==> src/rtl/instrument_link_block_framer_assert.svh <==
// assertion macros for the instrument link block framer
`ifndef INSTRUMENT_LINK_BLOCK_FRAMER_ASSERT_SVH
`define INSTRUMENT_LINK_BLOCK_FRAMER_ASSERT_SVH

// same-cycle implication, disabled while reset is low
`define ILBF_ASSERT_NOW(lbl, clk, rst_n, ante, cons, msg) \
    lbl: assert property (@(posedge clk) disable iff (!(rst_n)) (ante) |-> (cons)) \
        else $error(msg);

// next-cycle implication, disabled while reset is low
`define ILBF_ASSERT_NEXT(lbl, clk, rst_n, ante, cons, msg) \
    lbl: assert property (@(posedge clk) disable iff (!(rst_n)) (ante) |=> (cons)) \
        else $error(msg);

`endif

==> src/rtl/ilbf_pkg.sv <==
// shared types and constants for the instrument link block framer
`default_nettype none

package ilbf_pkg;

    localparam int HEADER_BYTES = 8;
    localparam int HDR_W        = 8 * HEADER_BYTES;
    localparam int BEAT_CNT_W   = $clog2(HEADER_BYTES);
    localparam int CFG_IDX_W    = 1;

    localparam logic [BEAT_CNT_W-1:0] LAST_BEAT = BEAT_CNT_W'(HEADER_BYTES - 1);

    localparam logic [7:0] FLAG_DATA    = 8'h80;
    localparam logic [7:0] FLAG_REMOTE  = 8'h40;
    localparam logic [7:0] FLAG_CLEAR   = 8'h10;
    localparam logic [7:0] FLAG_SRQ     = 8'h08;
    localparam logic [7:0] FLAG_POLL    = 8'h04;
    localparam logic [7:0] FLAG_EOI     = 8'h01;
    localparam logic [7:0] LINK_VERSION = 8'h01;
    localparam logic [7:0] SRQ_ON_CHAR  = 8'h31;
    localparam logic [7:0] SEQ_MAX      = 8'hFF;
    localparam logic [7:0] SEQ_FIRST    = 8'h01;

    localparam logic CMD_TX = 1'b0;
    localparam logic CMD_RX = 1'b1;

    localparam logic [CFG_IDX_W-1:0] REG_REMOTE_MODE = 1'd0;
    localparam logic [CFG_IDX_W-1:0] REG_FLUSH_STALE = 1'd1;

    typedef enum logic [1:0] {
        KIND_HDR   = 2'd0,
        KIND_DATA  = 2'd1,
        KIND_EMPTY = 2'd2,
        KIND_BAD   = 2'd3
    } t_kind;

    // one step's result: a full header or a single receive result
    typedef struct packed {
        logic             valid;
        t_kind            kind;
        logic [HDR_W-1:0] data;
        logic             eom;
        logic             srq;
        logic             num;
    } t_res;

endpackage

`default_nettype wire

==> src/rtl/instrument_link_block_framer.sv <==
// top level: link block framer core with serializing result register
//
// channel  direction  handshake                  payload
// in       request in  i_in_valid / o_in_ready   command, rx_byte, tx_length, tx flags
// out      result out  o_out_valid / i_out_ready kind, byte, last, eom, srq, numbering
// cfg      write in    i_cfg_we                  i_cfg_index, i_cfg_data
//
// a receive request gives at most one result, registered and shown in the cycle after it is taken
// a transmit request gives eight header beats from a shift register
// the result register frees on its last beat, so a new request enters that cycle
// i_out_ready low holds the result register; o_in_ready drops while it is busy
// reset is synchronous, active low, and clears all link state
`default_nettype none

`include "instrument_link_block_framer_assert.svh"

module instrument_link_block_framer (
    input  wire logic                           i_clk,
    input  wire logic                           i_rst_n,
    input  wire logic                           i_in_valid,
    output logic                                o_in_ready,
    input  wire logic                           i_command,
    input  wire logic [7:0]                     i_rx_byte,
    input  wire logic [31:0]                    i_tx_length,
    input  wire logic                           i_tx_eoi,
    input  wire logic                           i_tx_clear,
    input  wire logic                           i_tx_poll,
    output logic                                o_out_valid,
    input  wire logic                           i_out_ready,
    output logic [1:0]                          o_out_kind,
    output logic [7:0]                          o_out_byte,
    output logic                                o_last_of_run,
    output logic                                o_end_of_message,
    output logic                                o_srq_asserted,
    output logic                                o_numbering_seen,
    input  wire logic                           i_cfg_we,
    input  wire logic [ilbf_pkg::CFG_IDX_W-1:0] i_cfg_index,
    input  wire logic                           i_cfg_data
);

    logic                                r_valid;
    logic [ilbf_pkg::HDR_W-1:0]          r_sh;
    logic [ilbf_pkg::BEAT_CNT_W-1:0]     r_cnt;
    ilbf_pkg::t_kind                     r_kind;
    logic                                r_eom;
    logic                                r_srq;
    logic                                r_num;

    logic           accept;
    logic           beat;
    logic           last_beat;
    ilbf_pkg::t_res res;

    assign last_beat  = r_cnt == '0;
    assign beat       = r_valid && i_out_ready;
    assign o_in_ready = !r_valid || (i_out_ready && last_beat);
    assign accept     = i_in_valid && o_in_ready;

    ilbf_core u_core (
        .i_clk       (i_clk),
        .i_rst_n     (i_rst_n),
        .i_accept    (accept),
        .i_command   (i_command),
        .i_rx_byte   (i_rx_byte),
        .i_tx_length (i_tx_length),
        .i_tx_eoi    (i_tx_eoi),
        .i_tx_clear  (i_tx_clear),
        .i_tx_poll   (i_tx_poll),
        .i_cfg_we    (i_cfg_we),
        .i_cfg_index (i_cfg_index),
        .i_cfg_data  (i_cfg_data),
        .o_res       (res)
    );

    always_ff @(posedge i_clk) begin
        if (!i_rst_n) begin
            r_valid <= 1'b0;
            r_cnt   <= '0;
        end else begin
            if (res.valid) begin
                r_valid <= 1'b1;
                r_sh    <= res.data;
                r_cnt   <= (res.kind == ilbf_pkg::KIND_HDR) ? ilbf_pkg::LAST_BEAT : '0;
                r_kind  <= res.kind;
                r_eom   <= res.eom;
                r_srq   <= res.srq;
                r_num   <= res.num;
            end else if (beat && last_beat) begin
                r_valid <= 1'b0;
            end else if (beat) begin
                // next header byte moves to the top
                r_sh  <= {r_sh[ilbf_pkg::HDR_W-9:0], 8'h00};
                r_cnt <= r_cnt - 1'b1;
            end
        end
    end

    assign o_out_valid      = r_valid;
    assign o_out_kind       = r_kind;
    assign o_out_byte       = r_sh[ilbf_pkg::HDR_W-1 -: 8];
    assign o_last_of_run    = last_beat;
    assign o_end_of_message = r_eom;
    assign o_srq_asserted   = r_srq;
    assign o_numbering_seen = r_num;

    `ILBF_ASSERT_NOW(a_busy_blocks_in, i_clk, i_rst_n,
        r_valid && !last_beat, !o_in_ready, "request taken mid header")
    `ILBF_ASSERT_NOW(a_single_non_hdr, i_clk, i_rst_n,
        r_valid && (r_kind != ilbf_pkg::KIND_HDR), last_beat, "receive result spans beats")
    `ILBF_ASSERT_NEXT(a_beat_advance, i_clk, i_rst_n,
        beat && !last_beat,
        r_valid && (r_cnt == $past(r_cnt) - 1'b1), "header beat count slipped")
    `ILBF_ASSERT_NEXT(a_hdr_load, i_clk, i_rst_n,
        accept && (i_command == ilbf_pkg::CMD_TX),
        r_valid && (r_cnt == ilbf_pkg::LAST_BEAT), "transmit request gave no header")

endmodule

`default_nettype wire

==> src/rtl/ilbf_core.sv <==
// framing and deframing state with per-request next-state logic
`default_nettype none

module ilbf_core (
    input  wire logic                           i_clk,
    input  wire logic                           i_rst_n,
    input  wire logic                           i_accept,
    input  wire logic                           i_command,
    input  wire logic [7:0]                     i_rx_byte,
    input  wire logic [31:0]                    i_tx_length,
    input  wire logic                           i_tx_eoi,
    input  wire logic                           i_tx_clear,
    input  wire logic                           i_tx_poll,
    input  wire logic                           i_cfg_we,
    input  wire logic [ilbf_pkg::CFG_IDX_W-1:0] i_cfg_index,
    input  wire logic                           i_cfg_data,
    output ilbf_pkg::t_res                      o_res
);

    logic       r_remote_mode, r_flush_stale;
    logic       r_in_payload, n_in_payload;
    logic [2:0] r_header_count, n_header_count;
    logic [7:0] r_header_flags, n_header_flags;
    logic [7:0] r_header_version, n_header_version;
    logic [7:0] r_header_seq, n_header_seq;
    logic [31:0] r_bytes_left, n_bytes_left;
    logic       r_block_eoi, n_block_eoi;
    logic       r_block_srq, n_block_srq;
    logic       r_block_stale, n_block_stale;
    logic       r_srq_first_seen, n_srq_first_seen;
    logic       r_srq_status, n_srq_status;
    logic [7:0] r_next_seq, n_next_seq;
    logic [7:0] r_last_sent_seq, n_last_sent_seq;
    logic       r_seq_numbering, n_seq_numbering;

    logic [7:0]  tx_flags;
    logic [31:0] len_full;
    logic [31:0] len_dec;
    logic        hdr_bad;
    logic        hdr_stale;
    ilbf_pkg::t_res res;

    assign tx_flags = ilbf_pkg::FLAG_DATA
                    | (i_tx_eoi      ? ilbf_pkg::FLAG_EOI    : 8'h00)
                    | (r_remote_mode ? ilbf_pkg::FLAG_REMOTE : 8'h00)
                    | (i_tx_clear    ? ilbf_pkg::FLAG_CLEAR  : 8'h00)
                    | (i_tx_poll     ? ilbf_pkg::FLAG_POLL   : 8'h00);

    assign len_full  = {r_bytes_left[23:0], i_rx_byte};
    assign len_dec   = r_bytes_left - 32'd1;
    assign hdr_bad   = ((r_header_flags & ilbf_pkg::FLAG_DATA) == 8'h00)
                    || (r_header_version != ilbf_pkg::LINK_VERSION);
    assign hdr_stale = r_flush_stale && (r_header_seq != 8'h00)
                    && (r_last_sent_seq > r_header_seq);

    always_comb begin
        n_in_payload     = r_in_payload;
        n_header_count   = r_header_count;
        n_header_flags   = r_header_flags;
        n_header_version = r_header_version;
        n_header_seq     = r_header_seq;
        n_bytes_left     = r_bytes_left;
        n_block_eoi      = r_block_eoi;
        n_block_srq      = r_block_srq;
        n_block_stale    = r_block_stale;
        n_srq_first_seen = r_srq_first_seen;
        n_srq_status     = r_srq_status;
        n_next_seq       = r_next_seq;
        n_last_sent_seq  = r_last_sent_seq;
        n_seq_numbering  = r_seq_numbering;
        res              = '0;
        res.kind         = ilbf_pkg::KIND_HDR;

        if (i_accept) begin
            if (i_command == ilbf_pkg::CMD_TX) begin
                if (r_flush_stale && r_in_payload) begin
                    n_block_stale = 1'b1;
                end
                n_last_sent_seq = r_next_seq;
                if (i_tx_eoi) begin
                    n_next_seq = (r_next_seq == ilbf_pkg::SEQ_MAX) ? ilbf_pkg::SEQ_FIRST
                                                                  : r_next_seq + 8'd1;
                end
                res.valid = 1'b1;
                res.kind  = ilbf_pkg::KIND_HDR;
                res.data  = {tx_flags, ilbf_pkg::LINK_VERSION, r_next_seq, 8'h00,
                             i_tx_length};
            end else if (!r_in_payload) begin
                case (r_header_count)
                    3'd0: begin
                        n_header_flags = i_rx_byte;
                        n_bytes_left   = 32'd0;
                    end
                    3'd1: n_header_version = i_rx_byte;
                    3'd2: n_header_seq     = i_rx_byte;
                    3'd3: ; // reserved byte is ignored
                    default: n_bytes_left = len_full;
                endcase
                n_header_count = r_header_count + 3'd1;
                if (r_header_count == 3'd7) begin
                    n_header_count = 3'd0;
                    if (hdr_bad) begin
                        n_seq_numbering  = 1'b0;
                        n_srq_first_seen = 1'b0;
                        n_block_stale    = 1'b0;
                        res.valid        = 1'b1;
                        res.kind         = ilbf_pkg::KIND_BAD;
                    end else begin
                        n_block_eoi      = (r_header_flags & ilbf_pkg::FLAG_EOI) != 8'h00;
                        n_block_srq      = (r_header_flags & ilbf_pkg::FLAG_SRQ) != 8'h00;
                        n_seq_numbering  = r_header_seq != 8'h00;
                        n_block_stale    = hdr_stale;
                        n_srq_first_seen = 1'b0;
                        if (len_full != 32'd0) begin
                            n_in_payload = 1'b1;
                        end else begin
                            // empty block ends at once
                            n_block_stale = 1'b0;
                            if (!hdr_stale && n_block_srq) begin
                                n_srq_status = 1'b0;
                            end else if (!hdr_stale && n_block_eoi) begin
                                res.valid = 1'b1;
                                res.kind  = ilbf_pkg::KIND_EMPTY;
                                res.eom   = 1'b1;
                            end
                        end
                    end
                end
            end else begin
                n_bytes_left = len_dec;
                if (r_block_stale) begin
                    // stale block is dropped
                end else if (r_block_srq) begin
                    if (!r_srq_first_seen) begin
                        n_srq_status     = i_rx_byte == ilbf_pkg::SRQ_ON_CHAR;
                        n_srq_first_seen = 1'b1;
                    end
                end else begin
                    res.valid = 1'b1;
                    res.kind  = ilbf_pkg::KIND_DATA;
                    res.data[ilbf_pkg::HDR_W-1 -: 8] = i_rx_byte;
                    res.eom   = r_block_eoi && (len_dec == 32'd0);
                end
                if (len_dec == 32'd0) begin
                    n_in_payload     = 1'b0;
                    n_header_count   = 3'd0;
                    n_srq_first_seen = 1'b0;
                    n_block_stale    = 1'b0;
                end
            end
        end
        res.srq = n_srq_status;
        res.num = n_seq_numbering;
    end

    assign o_res = res;

    always_ff @(posedge i_clk) begin
        if (!i_rst_n) begin
            r_remote_mode    <= 1'b0;
            r_flush_stale    <= 1'b0;
            r_in_payload     <= 1'b0;
            r_header_count   <= 3'd0;
            r_header_flags   <= 8'h00;
            r_header_version <= 8'h00;
            r_header_seq     <= 8'h00;
            r_bytes_left     <= 32'd0;
            r_block_eoi      <= 1'b0;
            r_block_srq      <= 1'b0;
            r_block_stale    <= 1'b0;
            r_srq_first_seen <= 1'b0;
            r_srq_status     <= 1'b0;
            r_next_seq       <= ilbf_pkg::SEQ_FIRST;
            r_last_sent_seq  <= 8'h00;
            r_seq_numbering  <= 1'b0;
        end else begin
            if (i_cfg_we && (i_cfg_index == ilbf_pkg::REG_REMOTE_MODE)) begin
                r_remote_mode <= i_cfg_data;
            end
            if (i_cfg_we && (i_cfg_index == ilbf_pkg::REG_FLUSH_STALE)) begin
                r_flush_stale <= i_cfg_data;
            end
            r_in_payload     <= n_in_payload;
            r_header_count   <= n_header_count;
            r_header_flags   <= n_header_flags;
            r_header_version <= n_header_version;
            r_header_seq     <= n_header_seq;
            r_bytes_left     <= n_bytes_left;
            r_block_eoi      <= n_block_eoi;
            r_block_srq      <= n_block_srq;
            r_block_stale    <= n_block_stale;
            r_srq_first_seen <= n_srq_first_seen;
            r_srq_status     <= n_srq_status;
            r_next_seq       <= n_next_seq;
            r_last_sent_seq  <= n_last_sent_seq;
            r_seq_numbering  <= n_seq_numbering;
        end
    end

endmodule

`default_nettype wire
==> config.mk <==
export PLATFORM = sky130hd
export DESIGN_NAME = instrument_link_block_framer
export DESIGN_NICKNAME = d
export VERILOG_FILES = /design/src/rtl/ilbf_pkg.sv /design/src/rtl/instrument_link_block_framer.sv /design/src/rtl/ilbf_core.sv
export VERILOG_INCLUDE_DIRS = /design/src /design/src/rtl
export SDC_FILE = /design/constraint.sdc
export NUM_CORES = 1
export LEC_CHECK = 0
export BUFFER_PORTS_ARGS = -buffer_cell sky130_fd_sc_hd__buf_2
export CORE_UTILIZATION = 40
export DETAILED_ROUTE_END_ITERATION = 6
export GPL_TIMING_DRIVEN = 0
export SETUP_SLACK_MARGIN = 0.3
export SLEW_MARGIN = 20
export SYNTH_ARGS = -nofsm -noshare
export SYNTH_HDL_FRONTEND = slang
export SYNTH_SLANG_ARGS = --single-unit
==> constraint.sdc <==
create_clock -name i_clk -period 6 [get_ports i_clk]
set_clock_uncertainty 0.2 [all_clocks]
set_input_delay 0.3 -clock i_clk [delete_from_list [all_inputs] [get_ports i_clk]]
set_output_delay 0.3 -clock i_clk [all_outputs]
set_load 0.1 [all_outputs]
# Word-level counts from Yosys, hierarchy flattened
# Cells that the tools add are included.
# classes
bitwise_logic,7
n_eq_ne,14
n_mux,72
addsub,4
order_cmp,1
reduce_logical,42
# ops
op,count
2-to-1 mux 64 bit,3
2-to-1 mux 68 bit,1
one-hot mux 32 bit (2 select lines),1
2-to-1 mux 49 bit,1
2-to-1 mux 1 bit,44
2-to-1 mux 3 bit,14
2-to-1 mux 11 bit,3
zero test 32 bit,1
2-to-1 mux 32 bit,1
nonzero test 32 bit,1
subtractor 32 x 1 -> 32 bit (second input constant),1
OR 8 bit,3
2-to-1 mux 8 bit,2
AND reduction 4 bit,4
logical AND 1 bit,12
AND reduction 3 bit,4
AND reduction 5 bit,2
!= test 3 bit (second input constant),3
adder 8 x 1 -> 8 bit (second input constant),1
== test 8 x 6 -> 1 bit (second input constant),1
== test 8 bit (second input constant),1
greater-than comparator 8 bit,1
zero test 8 bit,1
!= test 8 x 1 -> 1 bit (second input constant),1
19 further kinds,33
# word_totals
input_bits,51
wordCells,163
reg_bits,157
output_inout_bits,16

# Depth between registers and ports, before layout
# logic_depth
depth_word,16
depth_mapped,12
depth_no_buf,10

# By module
# From an unflattened synthesis, not the netlist that was laid out.
# unflattened
cells_unflattened,890
area_unflattened_um2,8349.3
# by_module_without_submodules
module,instances,area_per_inst_um2,seq_area_each_um2,cells_per_inst
ilbf_core,1,5222.5,1581.5,713
instrument_link_block_framer,1,3126.7,2152.1,177

# Least setup slack after synthesis
# Ideal clock, no wire load.
# synth_timing
path_type,flip-flop to flip-flop
from,reg u_core.r_bytes_left[0]
to,"reg r_sh[0] (netlist bit), enable pin"
required_ps,5374
n_path_buf,0
path_slack_ps,1812
setup_time_ps,426
period_less_slack_ps,4188
path_stages_with_launch,10
arrival_ps,3562
path_cell_list,dfxtp_1 -> inv_1 -> ha_1 -> nor3b_1 -> nand4_1 -> nor3_2 -> nand3_2 -> o31ai_4 -> a21o_1 -> o21a_1
# synth_between
elab_chain_cells,9
word_cells_on_any_way,10
cone_classes,eq/ne: 1; mux: 6; reduce/logical: 3
# synth_lines
element,line,rtl
from (decl),ilbf_core.sv:26,"logic [31:0] r_bytes_left, n_bytes_left;"
from (signal assigned),ilbf_core.sv:188,r_bytes_left <= n_bytes_left;
nonzero test 32 bit (*),ilbf_core.sv:114,if (len_full != 32'd0) begin
2-to-1 mux 3 bit (*),ilbf_core.sv:114,
2-to-1 mux 3 bit (*),ilbf_core.sv:102,if (hdr_bad) begin
2-to-1 mux 3 bit (*),ilbf_core.sv:100,if (r_header_count == 3'd7) begin
2-to-1 mux 3 bit (*),ilbf_core.sv:88,end else if (!r_in_payload) begin
2-to-1 mux 11 bit (*),ilbf_core.sv:75,if (i_command == ilbf_pkg::CMD_TX) begin
2-to-1 mux 68 bit (*),ilbf_core.sv:74,if (i_accept) begin
!= test 2 bit (no source line) / nonzero test 2 bit (equally long branches),-,
AND reduction 3 bit (no source line) (*),-,
to (signal assigned),instrument_link_block_framer.sv:82,r_sh <= res.data;
to (signal assigned),instrument_link_block_framer.sv:92,"r_sh <= {r_sh[ilbf_pkg::HDR_W-9:0], 8'h00};"
to (decl),instrument_link_block_framer.sv:42,logic [ilbf_pkg::HDR_W-1:0] r_sh;
# Mark *: on every way between the ends. The rest lies on a longest branch, timed or not.
# A chain may end at the register's enable or synchronous reset.

# Final worst setup path
# layout_timing
from,reg u_core.r_bytes_left[0]
to,"reg r_eom, in the netlist o_end_of_message, data pin"
# layout_between
elab_chain_cells,6
word_cells_on_any_way,10
cone_classes,add/sub: 1; mux: 6; reduce/logical: 3
# layout_lines
element,line,rtl
subtractor 32 x 1 -> 32 bit,ilbf_core.sv:50,assign len_dec = r_bytes_left - 32'd1;
zero test 32 bit,ilbf_core.sv:142,res.eom = r_block_eoi && (len_dec == 32'd0);
logical AND 1 bit,ilbf_core.sv:142,
2-to-1 mux 1 bit,ilbf_core.sv:133,end else if (r_block_srq) begin
2-to-1 mux 1 bit,ilbf_core.sv:131,if (r_block_stale) begin
2-to-1 mux 1 bit (*),ilbf_core.sv:88,
to (signal assigned),instrument_link_block_framer.sv:85,r_eom <= res.eom;
to (decl),instrument_link_block_framer.sv:45,logic r_eom;
# Marked as above.

==> results.txt <==
Max_cap viols = 0
Psw = 778 µW
Final WL = 23.2 mm
Initial DRC count = 664
Pwr per Cell Area = 278 mW/mm²
Logic pwr share = 0.166
Tmin final = 3960 ps
Top post-synthesis cells by area = edfxtp_1 26%, dfxtp_1 21%, nand2_1 4.6%
Average wire per standard cell = 18.6 µm
Worst path top cell family by delay = simple AND/OR/NAND/NOR gates
Clock-pin slew on the worst setup and hold paths = 70 ps
Fin. max-slew vios = 0
Sw Share = 0.295
Number of gates resized after cts = 0
Core ar. = 0.0190 mm²
Die Ht = 142 µm
Worst min-delay path class = primary input to register
Critical path origin = u_core.r_bytes_left[0]
Initial antenna violation count = 1
Vias after detailed routing = 6,895
Hold endpoint = r_sh[58]
Post-route clock period utilization = 0.660
Worst-case clock buffer depth = 2
Port Buf Inserts = 65
Area leader, netlist = edfxtp_1
Share of cells above drive strength 1 = 0.143
Top FF cell, synth = dfxtp_1
Final Core Density = 0.499
P_leak = 3.54 nW
Largest net degree at the start of global routing = 34
Post-DP HPWL = 16.3 mm
R2r setup slk = 2040 ps
Power share of the clock group = 0.403
CTS root buffer = clkbuf_16
First-pass GRT wire length = 36.2 mm
Worst path cell trace = inv_1 -> ha_1 -> nor4b_1 -> xor2_1 -> o31a_1 -> a2111oi_0 -> nand4b_1 -> nor4_4 -> nand3_1 -> a21oi_1
CTS tree = built
Area growth from synthesis to layout = 20.4%
Async SR Flop Fraction = 0
Post-synth EDFFs = 69
Synth top area share = 0.263
Avg Cell Area, Syn = 9.28 µm²
CP bufs+invs = 1
Synth Net Count = 920
Clk_lat worst skew = 440 ps
WP data required = 6060 ps
Most frequent cell after synthesis = nand2_1
Post-Synthesis Cells = 850
Final hold vios = 0
Netlist cell types = 71
Met3 wire len = 1.31 mm
Remaining DRCs = 0
Top Layer Used = met5
Synth Warn # = 0
FF-to-FF path depth = 10
Synthesized flop and latch total = 152
Slew @ Worst Pin = 949 ps
Layout Nets = 1,041
Crit path DAT = 4020 ps
Met2 Routed Length = 11.1 mm
Post-Place Setup Slack = 2170 ps
Total Power = 2.64 mW
Sequential share of power = 0.432
Setup crit end kind = register
Post-synth top cells = 96 x nand2_1, 83 x dfxtp_1, 69 x edfxtp_1, 63 x a21oi_1, 62 x nor2_1
TritonCTS buffer count = 17
Final Wtd Congestion = 0.957
Wl on met1 = 10.1 mm
Setup Buffers After CTS = 0
Slowest cell on crit path = a2111oi_0
Post-route setup slack = 2040 ps
Crit path launch type = register
H-tree depth = 4
Outcome = completed
Initial core utilization = 0.415
Hold Path Cell Cnt = 3
CP max stage delay = 750 ps
Routed Antenna Nets = 0
Die area = 0.0203 mm²
CP Max Fanout = 9
Post-Synthesis Cell Area = 0.00789 mm²
Setup_tns = 0 ps
Final setup fails = 0
FMAX = 253 MHz
Io pins = 67
Max-slew headroom = 0.351
Worst Hold Launch = i_tx_poll
Drt via density = 5.54
Hold WS = 11.8 ps
Gr usage total = 0.240
P_int = 1.86 mW
Reg2reg end = o_end_of_message
Ant. Diodes = 0
Number of global-route vias before repair = 6,643
Congestion Overflow GR = 0
Die Wd = 142 µm
Reg-to-Reg Start = u_core.r_bytes_left[0]
RSZ-0062 raised after global routing = false
Post-synthesis sequential area ratio = 0.473
Crit path kind = register to register
CTS Sinks = 152
Maximum VDD drop = 183 µV
Placement Rows = 50
TritonRoute pass-1 iters = 5
==> state kept, by name (all words and copies together) (netlist names) <==
| register | flops |
|---|---|
| o_out_kind | 2 |
| u_core.r_header_version | 8 |
| o_srq_asserted | 1 |
| o_end_of_message | 1 |
| r_cnt | 3 |
| u_core.r_header_seq | 8 |
| u_core.r_block_srq | 1 |
| u_core.r_in_payload | 1 |
| r_sh | 64 |
| o_numbering_seen | 1 |
| u_core.r_next_seq | 8 |
| u_core.r_remote_mode | 1 |
| u_core.r_block_eoi | 1 |
| o_out_valid | 1 |
| u_core.r_seq_numbering | 1 |
| u_core.r_bytes_left | 32 |
| u_core.r_header_flags | 3 |
| u_core.r_block_stale | 1 |
| u_core.r_header_count | 3 |
| u_core.r_flush_stale | 1 |
| u_core.r_srq_first_seen | 1 |
| u_core.r_srq_status | 1 |
| u_core.r_last_sent_seq | 8 |
==> worst min-delay path: stages <==
cell	delay [ps]
buf_2	80
a22oi_1	70
o21ai_0	80
==> area by class of cell <==
type / count / area (µm²)
fillers: 1882 / 9520
flip-flops and latches: 152 / 3730
multi-input cells: 592 / 3650
repair buffers: 102 / 706
clock buffers: 19 / 435
plain buffers: 66 / 360
well taps: 260 / 325
inverters: 40 / 150
clock inverters: 13 / 133
==> through the flow <==
stage,instance area (µm²),cells
after floorplan,7890,850
after global placement,8540,1175
after detailed placement,8570,1176
after CTS,9490,1244
after global routing,9490,1244
final,9490,1244
==> per-layer routing <==
layer / up-vias / global-route usage
met5: - / 0
met4: 2 / 0.100
met3: 53 / 0.0485
met2: 204 / 0.391
met1: 3297 / 0.309
li1: 3339 / -
==> timing repair <==
action | 4_1_cts | 5_1_grt
setup endpoints to repair | 0 | 0
endpoints found under the hold margin | 34 | 0
hold buffers | 36 | 0
==> logic make-up after synthesis <==
logic type                 Yosys count  share of synthesized area
DFF                                152                      0.473
and+or+nand+nor                    338                      0.224
muxes                                3                    0.00381
AOI/OAI and AO/OA                  210                      0.180
adders and majority gates           19                     0.0301
xor gates and xnor gates            22                     0.0244
buffers and inverters              106                     0.0647
==> placed cells by master (no fill, tap or decap), types with 12 or more instances in the layout <==
cell type and instances:
o21ai_0 36, edfxtp_1 69, ha_1 19, dfxtp_1 83, nor2_1 62, clkbuf_16 17, nor3_1 28, clkbuf_1 43
a21oi_1 63, nand2_1 96, a221oi_1 12, inv_1 39, a22o_1 28, and2_1 28, and3_1 17, buf_2 69
nor2b_1 12, nand3_1 32, dlygate4sd3_1 36
==> power groups by stage <==
| stage | Combinational, mW | Sequential [mW] | Clock [mW] |
|---|---|---|---|
| after global placement | 0.411 | 1.16 | 0 |
| after detailed placement | 0.415 | 1.16 | 0 |
| after global routing | 0.473 | 1.14 | 1.12 |
| final | 0.437 | 1.14 | 1.06 |
| after floorplan | 0.285 | 1.17 | 0 |
| after CTS | 0.433 | 1.14 | 1.07 |
==> worst max-delay path by stage <==
stage	end	slack, ps	cells past startpoint
after floorplan	r_sh[0]	1810	9
after global placement	r_sh[3]	710	9
after detailed placement	r_sh[61]	2170	10
after CTS	r_sh[35]	2150	10
after global routing	r_sh[28]	1790	10
final	o_end_of_message	2040	10
(Power assumes the default switching activity.)
